File: config.mk
export PLATFORM = sky130hd
export DESIGN_NAME = meiyan_key_hash_unit
export DESIGN_NICKNAME = d
export VERILOG_FILES = /design/src/sv/mkh_pkg.sv /design/src/sv/meiyan_key_hash_unit.sv
export SDC_FILE = /design/constraint.sdc
export NUM_CORES = 1
export LEC_CHECK = 0
export ABC_AREA = 1
export BUFFER_PORTS_ARGS = -buffer_cell sky130_fd_sc_hd__buf_2
export CORE_ASPECT_RATIO = 0.8
export CORE_MARGIN = 10
export CORE_UTILIZATION = 47
export CTS_CLUSTER_SIZE = 25
export DETAILED_ROUTE_END_ITERATION = 10
export PLACE_DENSITY = 0.68
export SLEW_MARGIN = 20
export SYNTH_ARGS = -nofsm -noshare
export SYNTH_HDL_FRONTEND = slang
export SYNTH_SLANG_ARGS = --single-unit
File: constraint.sdc
create_clock -name aclk -period 8.7 [get_ports aclk]
set_input_delay 0.87 -clock aclk [delete_from_list [all_inputs] [get_ports aclk]]
set_output_delay 0.87 -clock aclk [all_outputs]
set_load 0.02 [all_outputs]
File: src/sv/mkh_pkg.sv
// Shared constants and types for the Meiyan key hash unit.
package mkh_pkg;

    localparam int unsigned HASH_W  = 32;
    localparam int unsigned CHUNK_W = 64;
    localparam int unsigned CNT_W   = 4;
    localparam int unsigned MULT_W  = 20;
    localparam int unsigned ROT_AMT = 5;

    localparam logic [HASH_W-1:0] HASH_SEED = 32'h811c_9dc5;
    localparam logic [MULT_W-1:0] HASH_MULT = 20'had3e7;

    typedef logic [HASH_W-1:0]  hash_t;
    typedef logic [CHUNK_W-1:0] chunk_t;

endpackage

File: src/sv/meiyan_key_hash_unit.sv
// Meiyan key hash: sequencer around one shared XOR-multiply unit.
// A non-last chunk is accepted, then folded in by one multiply step before the next is accepted.
// A last chunk is accepted, then mixed in multiply steps (none for an empty tail, else one
// full word, or up to three halves and one byte), then finished; m_tready may hold the finish.
// The single 32x20 multiplier is used once per cycle, in ST_MIX only.
// aresetn (synchronous, active low) loads the seed and empties the output register.
module meiyan_key_hash_unit
    import mkh_pkg::*;
(
    input  logic        aclk,
    input  logic        aresetn,
    input  logic        s_tvalid,
    output logic        s_tready,
    input  logic [71:0] s_tdata,   // chunk_data[63:0], valid_bytes[67:64], zero pad
    input  logic        s_tlast,   // last_chunk
    output logic        m_tvalid,
    input  logic        m_tready,
    output logic [31:0] m_tdata    // hash_value[31:0]
);

    typedef enum logic [1:0] {
        ST_IDLE,
        ST_MIX,
        ST_FINISH
    } state_t;

    state_t              state_reg,    state_next;
    hash_t               hash_reg,     hash_next;
    chunk_t              chunk_reg,    chunk_next;
    logic                full_reg,     full_next;
    logic                last_reg,     last_next;
    logic [2:0]          rem_reg,      rem_next;
    hash_t               out_data_reg, out_data_next;
    logic                out_valid_reg, out_valid_next;

    logic [CHUNK_W-1:0]  in_chunk;
    logic [CNT_W-1:0]    in_cnt;
    logic                in_full;
    hash_t               lo_word, hi_word, rot_word;
    hash_t               operand;
    logic [HASH_W+MULT_W-1:0] product;
    logic                s_fire;
    logic                m_fire;

    assign in_chunk = s_tdata[CHUNK_W-1:0];
    assign in_cnt   = s_tdata[CHUNK_W+CNT_W-1:CHUNK_W];
    assign in_full  = !s_tlast || in_cnt[CNT_W-1];
    assign s_tready = (state_reg == ST_IDLE);
    assign s_fire   = s_tvalid && s_tready;
    assign m_fire   = out_valid_reg && m_tready;
    assign m_tvalid = out_valid_reg;
    assign m_tdata  = out_data_reg;

    assign lo_word  = chunk_reg[HASH_W-1:0];
    assign hi_word  = chunk_reg[CHUNK_W-1:HASH_W];
    assign rot_word = {lo_word[HASH_W-ROT_AMT-1:0], lo_word[HASH_W-1:HASH_W-ROT_AMT]};

    // pick the word folded in this cycle: full word, next half, or sign-extended byte
    always_comb begin
        if (full_reg) begin
            operand = rot_word ^ hi_word;
        end else if (rem_reg >= 3'd2) begin
            operand = {16'd0, chunk_reg[15:0]};
        end else begin
            operand = {{24{chunk_reg[7]}}, chunk_reg[7:0]};
        end
    end

    assign product = (hash_reg ^ operand) * HASH_MULT;

    always_comb begin
        state_next     = state_reg;
        hash_next      = hash_reg;
        chunk_next     = chunk_reg;
        full_next      = full_reg;
        last_next      = last_reg;
        rem_next       = rem_reg;
        out_data_next  = out_data_reg;
        out_valid_next = out_valid_reg;
        if (m_fire) begin
            out_valid_next = 1'b0;
        end
        unique case (state_reg)
            ST_IDLE: begin
                if (s_fire) begin
                    chunk_next = in_chunk;
                    full_next  = in_full;
                    last_next  = s_tlast;
                    rem_next   = in_cnt[2:0];
                    if (!in_full && in_cnt[2:0] == 3'd0) begin
                        state_next = ST_FINISH;
                    end else begin
                        state_next = ST_MIX;
                    end
                end
            end
            ST_MIX: begin
                hash_next = product[HASH_W-1:0];
                if (full_reg) begin
                    full_next  = 1'b0;
                    state_next = last_reg ? ST_FINISH : ST_IDLE;
                end else if (rem_reg >= 3'd2) begin
                    rem_next   = rem_reg - 3'd2;
                    chunk_next = {16'd0, chunk_reg[CHUNK_W-1:16]};
                    if (rem_reg == 3'd2) begin
                        state_next = ST_FINISH;
                    end
                end else begin
                    rem_next   = 3'd0;
                    state_next = ST_FINISH;
                end
            end
            ST_FINISH: begin
                // hold until the output register is free
                if (!out_valid_reg || m_tready) begin
                    out_data_next  = hash_reg ^ {16'd0, hash_reg[HASH_W-1:16]};
                    out_valid_next = 1'b1;
                    hash_next      = HASH_SEED;
                    state_next     = ST_IDLE;
                end
            end
            default: begin
                state_next = ST_IDLE;
            end
        endcase
    end

    always_ff @(posedge aclk) begin
        if (!aresetn) begin
            state_reg     <= ST_IDLE;
            hash_reg      <= HASH_SEED;
            full_reg      <= 1'b0;
            last_reg      <= 1'b0;
            rem_reg       <= 3'd0;
            out_valid_reg <= 1'b0;
        end else begin
            state_reg     <= state_next;
            hash_reg      <= hash_next;
            full_reg      <= full_next;
            last_reg      <= last_next;
            rem_reg       <= rem_next;
            out_valid_reg <= out_valid_next;
        end
        chunk_reg    <= chunk_next;
        out_data_reg <= out_data_next;
    end

`ifndef SYNTHESIS
    a_finish_waits: assert property (@(posedge aclk) disable iff (!aresetn)
        (state_reg == ST_FINISH && out_valid_reg && !m_tready) |=> (state_reg == ST_FINISH))
        else $error("finish left while output register still full");

    a_seed_reload: assert property (@(posedge aclk) disable iff (!aresetn)
        (state_reg == ST_FINISH && (!out_valid_reg || m_tready))
            |=> (hash_reg == HASH_SEED && out_valid_reg))
        else $error("seed not reloaded after a finished key");

    a_full_once: assert property (@(posedge aclk) disable iff (!aresetn)
        (state_reg == ST_MIX && full_reg) |=> !full_reg)
        else $error("full-word step repeated");

    a_result_source: assert property (@(posedge aclk) disable iff (!aresetn)
        $rose(out_valid_reg) |-> ($past(state_reg) == ST_FINISH))
        else $error("result appeared outside finish");
`endif

endmodule
Word level (Yosys, flattened, before mapping)

Cells that the tools add are included.

Bits of input ports: 77
Register bits: 136
Word-level logic and storage cells: 66
Output and inout bits: 34

Muxes and demuxes: 25
$lt $le $gt $ge: 1
$add $sub $neg: 1
Bitwise gates (word level): 3
Equal/unequal tests: 8
Multipliers: 1
Reductions and logical operators: 19

Operators by type and width:

| kind                                                                                | number |
|---|---|
| 64-bit two-way mux                                                                  | 3 |
| 64-bit one-hot mux with 2 select lines                                              | 1 |
| 32-bit two-way mux                                                                  | 3 |
| 32-bit one-hot mux with 2 select lines                                              | 1 |
| 32-bit bitwise XOR                                                                  | 2 |
| 32-bit by 20-bit multiplier with 32-bit output, second input constant               | 1 |
| 32-bit by 16-bit bitwise XOR with 32-bit output                                     | 1 |
| 2-bit two-way mux                                                                   | 7 |
| 3-bit two-way mux                                                                   | 3 |
| 2-bit AND reduction                                                                 | 4 |
| 2-bit inequality test, second input constant                                        | 3 |
| 2-bit one-hot mux with 3 select lines                                               | 1 |
| 3-bit one-hot mux with 2 select lines                                               | 1 |
| 3-bit AND reduction                                                                 | 2 |
| 1-bit two-way mux                                                                   | 4 |
| 4-bit inequality test, second input constant                                        | 1 |
| 4-bit AND reduction                                                                 | 1 |
| 2-bit nonzero test                                                                  | 2 |
| 3-bit by 2-bit == test with 1-bit output, second input constant                     | 1 |
| 3-bit by 2-bit greater-or-equal comparator with 1-bit output, second input constant | 1 |
| 1-bit logical AND                                                                   | 3 |
| 1-bit logical NOT                                                                   | 3 |
| 3-bit logical NOT                                                                   | 1 |
| 3-bit by 2-bit subtractor with 3-bit output, second input constant                  | 1 |
| 6 further kinds                                                                     | 7 |

Depth between registers and ports, before layout

Depth in word-level cells: 7
Depth in mapped cells: 37
Mapped depth without buffers: 36

Worst setup path before layout

OpenSTA, ideal clock, no wires.

Path kind: reg-to-reg
Start: register full_reg
End: register hash_reg[28]
Buffers on the path: 2
Path slack: 1865 ps
Arrival time: 6703 ps
Stages on the path, launching flop included: 29
Library setup time: 132 ps
Period minus slack after synthesis: 6835 ps
Cell sequence: dfxtp_1 > inv_2 > buf_6 > clkbuf_1 > a21oi_1 > o21ai_0 > o211ai_1 > xnor2_1 > inv_1 > fa_1 > fa_1 > fa_1 > inv_1 > fa_1 > fa_1 > fa_1 > fa_1 > ha_1 > nand2_1 > nor2_1 > nor3b_1 > nand3_1 > nand3_1 > a21o_1 > nand4_1 > nand2_1 > a21oi_1 > o21ai_0 > a21oi_1

Cells in the longest elaborated chain, start to end: 4

Ends and longest elaborated chain:

| element                                        | line                        | text |
|---|---|---|
| start: declaration                             | meiyan_key_hash_unit.sv:30  | `logic full_reg, full_next;` |
| start signal: assignment                       | meiyan_key_hash_unit.sv:139 | `full_reg <= full_next;` |
| 32-bit two-way mux                             | meiyan_key_hash_unit.sv:60  | `if (full_reg) begin` |
| 32-bit bitwise XOR                             | meiyan_key_hash_unit.sv:69  | `assign product = (hash_reg ^ operand) * HASH_MULT;` |
| 32-bit by 20-bit multiplier with 32-bit output | meiyan_key_hash_unit.sv:69  |  |
| 32-bit one-hot mux with 2 select lines         | meiyan_key_hash_unit.sv:83  | `unique case (state_reg)` |
| end signal: assignment                         | meiyan_key_hash_unit.sv:138 | `hash_reg <= hash_next;` |
| end: declaration                               | meiyan_key_hash_unit.sv:28  | `hash_t hash_reg, hash_next;` |

Every way passes these cells.
A chain may end at the register's enable or synchronous reset.

Worst setup path after layout

Ends and elaborated chain as after synthesis.

==> impl_metrics.json <==
{
  "status": "finished, final reports clean",
  "drtPass1Iterations": 5,
  "fin_setup_tns_ps": 0,
  "relSlewSlack": 0.283,
  "synth_compound_area_frac": 0.0850,
  "track_usage": 0.220,
  "fmax_mhz": 126,
  "drtIter0Drc": 831,
  "cp_data_required_time_ps": 8980,
  "root_buffer": "clkbuf_16",
  "drive_gt1_frac": 0.107,
  "synthSimpleGateAreaFrac": 0.112,
  "startpoint_type": "register",
  "grt_overflow": 0,
  "cts_resized": 0,
  "vias_per_cell": 5.17,
  "clock_latency_ps": 430,
  "grt_antenna_before_repair": 0,
  "final_nets": 2122,
  "synthMuxAreaShare": 0.000681,
  "rsz0062_at_grt": "false",
  "cts_tree": "done",
  "grt_pass1_vias": 11500,
  "routed_wl_um": 41000,
  "cts.sinks": 136,
  "fin_skew_ps": 12.3,
  "ys.flop_type": "edfxtp_1",
  "final_common_cell": "inv_1",
  "avgSynthCellArea_um2": 9.32,
  "synth_top_family_by_area": "adder cells",
  "grt_max_degree": 90,
  "clockBufferDepth": 2,
  "post-route-util": 0.535,
  "ys_ff_latch": 136,
  "area_growth_pct": 11.2,
  "design_area_mm2": 0.0164,
  "grt_pass1_wl_um": 65700,
  "placed_area_mm2": 0.0158,
  "synth_area_mm2": 0.0147,
  "hold_class": "reg -> reg",
  "clkTransAtPathRegs_ps": 60,
  "portBuffers": 106,
  "synth_xor_xnor_area_share": 0.0510,
  "gp_congestion": 0.947,
  "core-area_mm2": 0.0306,
  "slew_viol_final": 0,
  "detail-route-antenna-nets": 0,
  "critPathMaxFanout": 23,
  "synthArstFlopShare": 0,
  "place_hpwl_um": 34400,
  "postCtsSetupBuffers": 0,
  "hold_slack_ps": 489,
  "ios": 111,
  "ys_seq_area_frac": 0.250,
  "synthAdderAreaFrac": 0.403,
  "netlist_instances": 1578,
  "layout_min_cycle_time_ps": 7960,
  "period_share": 0.914,
  "tightest_slew_ps": 1070,
  "yosys_warnings": 0,
  "synth.net_count": 2006,
  "worstSetupEndpointType": "register",
  "initial_core_util": 0.481,
  "synth_edf_count": 96,
  "final_cell_mix": "inv_1, nand2_1, fa_1, ha_1, buf_2",
  "wl_per_cell_um": 19.3,
  "path_class": "reg -> reg",
  "cts_hold_buf": 0,
  "die_area_mm2": 0.0388,
  "numCtsBuffers": 17,
  "n_antenna_cell": 0,
  "drc": 0,
  "hold_violations": 0,
  "largest_reg_flops": 64,
  "drv_cap": 0,
  "critPathArrivalTime_ps": 8230,
  "via_count": 11000,
  "rows": 57,
  "setup_viol": 0,
  "die_w_um": 218,
  "synth_cell_types": 44,
  "dieHeight_um": 178,
  "cts.htree.levels": 4
}
-- final timing paths --
kind,startpoint,to,slack (ps),cells past startpoint
min,rem_reg[0],rem_reg[0],490,2
max reg2reg,full_reg,hash_reg[28],740,26
max,full_reg,hash_reg[28],740,26
min reg2reg,rem_reg[0],rem_reg[0],490,2
-- cell type report --
cell class                      count  area, µm²
Clock buffer                       18        429
Clock inverter                     14        130
Fill cell                        2732      14200
Inverter                          344       1290
Multi-Input combinational cell   1069       9620
Sequential cell                   136       3680
Tap cell                          413        517
Timing Repair Buffer              126        681
-- metal layers --
layer / GRT usage / routed length [µm] / vias to the layer above
met5: 0 / 0 / -
met4: 0.0537 / 690 / 0
met3: 0.0430 / 3050 / 41
met2: 0.337 / 18300 / 388
met1: 0.315 / 19000 / 5317
li1: - / - / 5212
-- synthesized netlist by cell type (4+ instances only) --
cell type	number	area, µm²
inv_1	341	1280
nand2_1	268	1010
fa_1	205	4100
ha_1	146	1830
o21ai_0	102	510
edfxtp_1	96	2880
a21oi_1	86	430
nor2_1	58	218
xor2_1	58	508
nand3_1	52	260
dfxtp_1	40	801
xnor2_1	24	210
clkbuf_1	21	78.8
o211ai_1	10	75.1
a21o_1	7	52.6
nand4_1	5	31.3
or2_2	5	31.3
nor2_2	4	25.0
nor3_1	4	20.0
o221ai_1	4	35.0
-- cell families after synthesis --
group | count (synthesis)
compound gates | 228
xor+xnor | 84
fa+ha+maj | 351
buf+inv | 373
flops | 136
mux | 1
simple gates | 405
-- through the flow --
stage / setup WS [ps] / cells
floorplan: 1860 / 1578
global placement: 988 / 2088
detailed placement: 853 / 2088
CTS: 814 / 2120
global route: 222 / 2120
finish: 744 / 2120
-- worst max-delay path, cell delays in order, from the launching register on --
cell and delay (ps):
dfxtp_1 630, inv_2 310, nand2_2 450, o21ai_0 300, xor2_1 230, inv_1 140
fa_1 570, inv_1 80, fa_1 510, fa_1 520, inv_1 50, fa_1 640
fa_1 460, fa_1 520, fa_1 430, ha_1 380, nand2_1 90, nor2_1 120
nor3b_1 380, nand3_1 130, nand3_1 160, a21o_1 200, nand4_1 100, nand2_1 100
a21oi_1 60, o21ai_0 150, a21oi_1 90
Power is left out: the tool's default activity adds up to more than one toggle a clock period on the data nets, which glitch-free logic cannot reach.
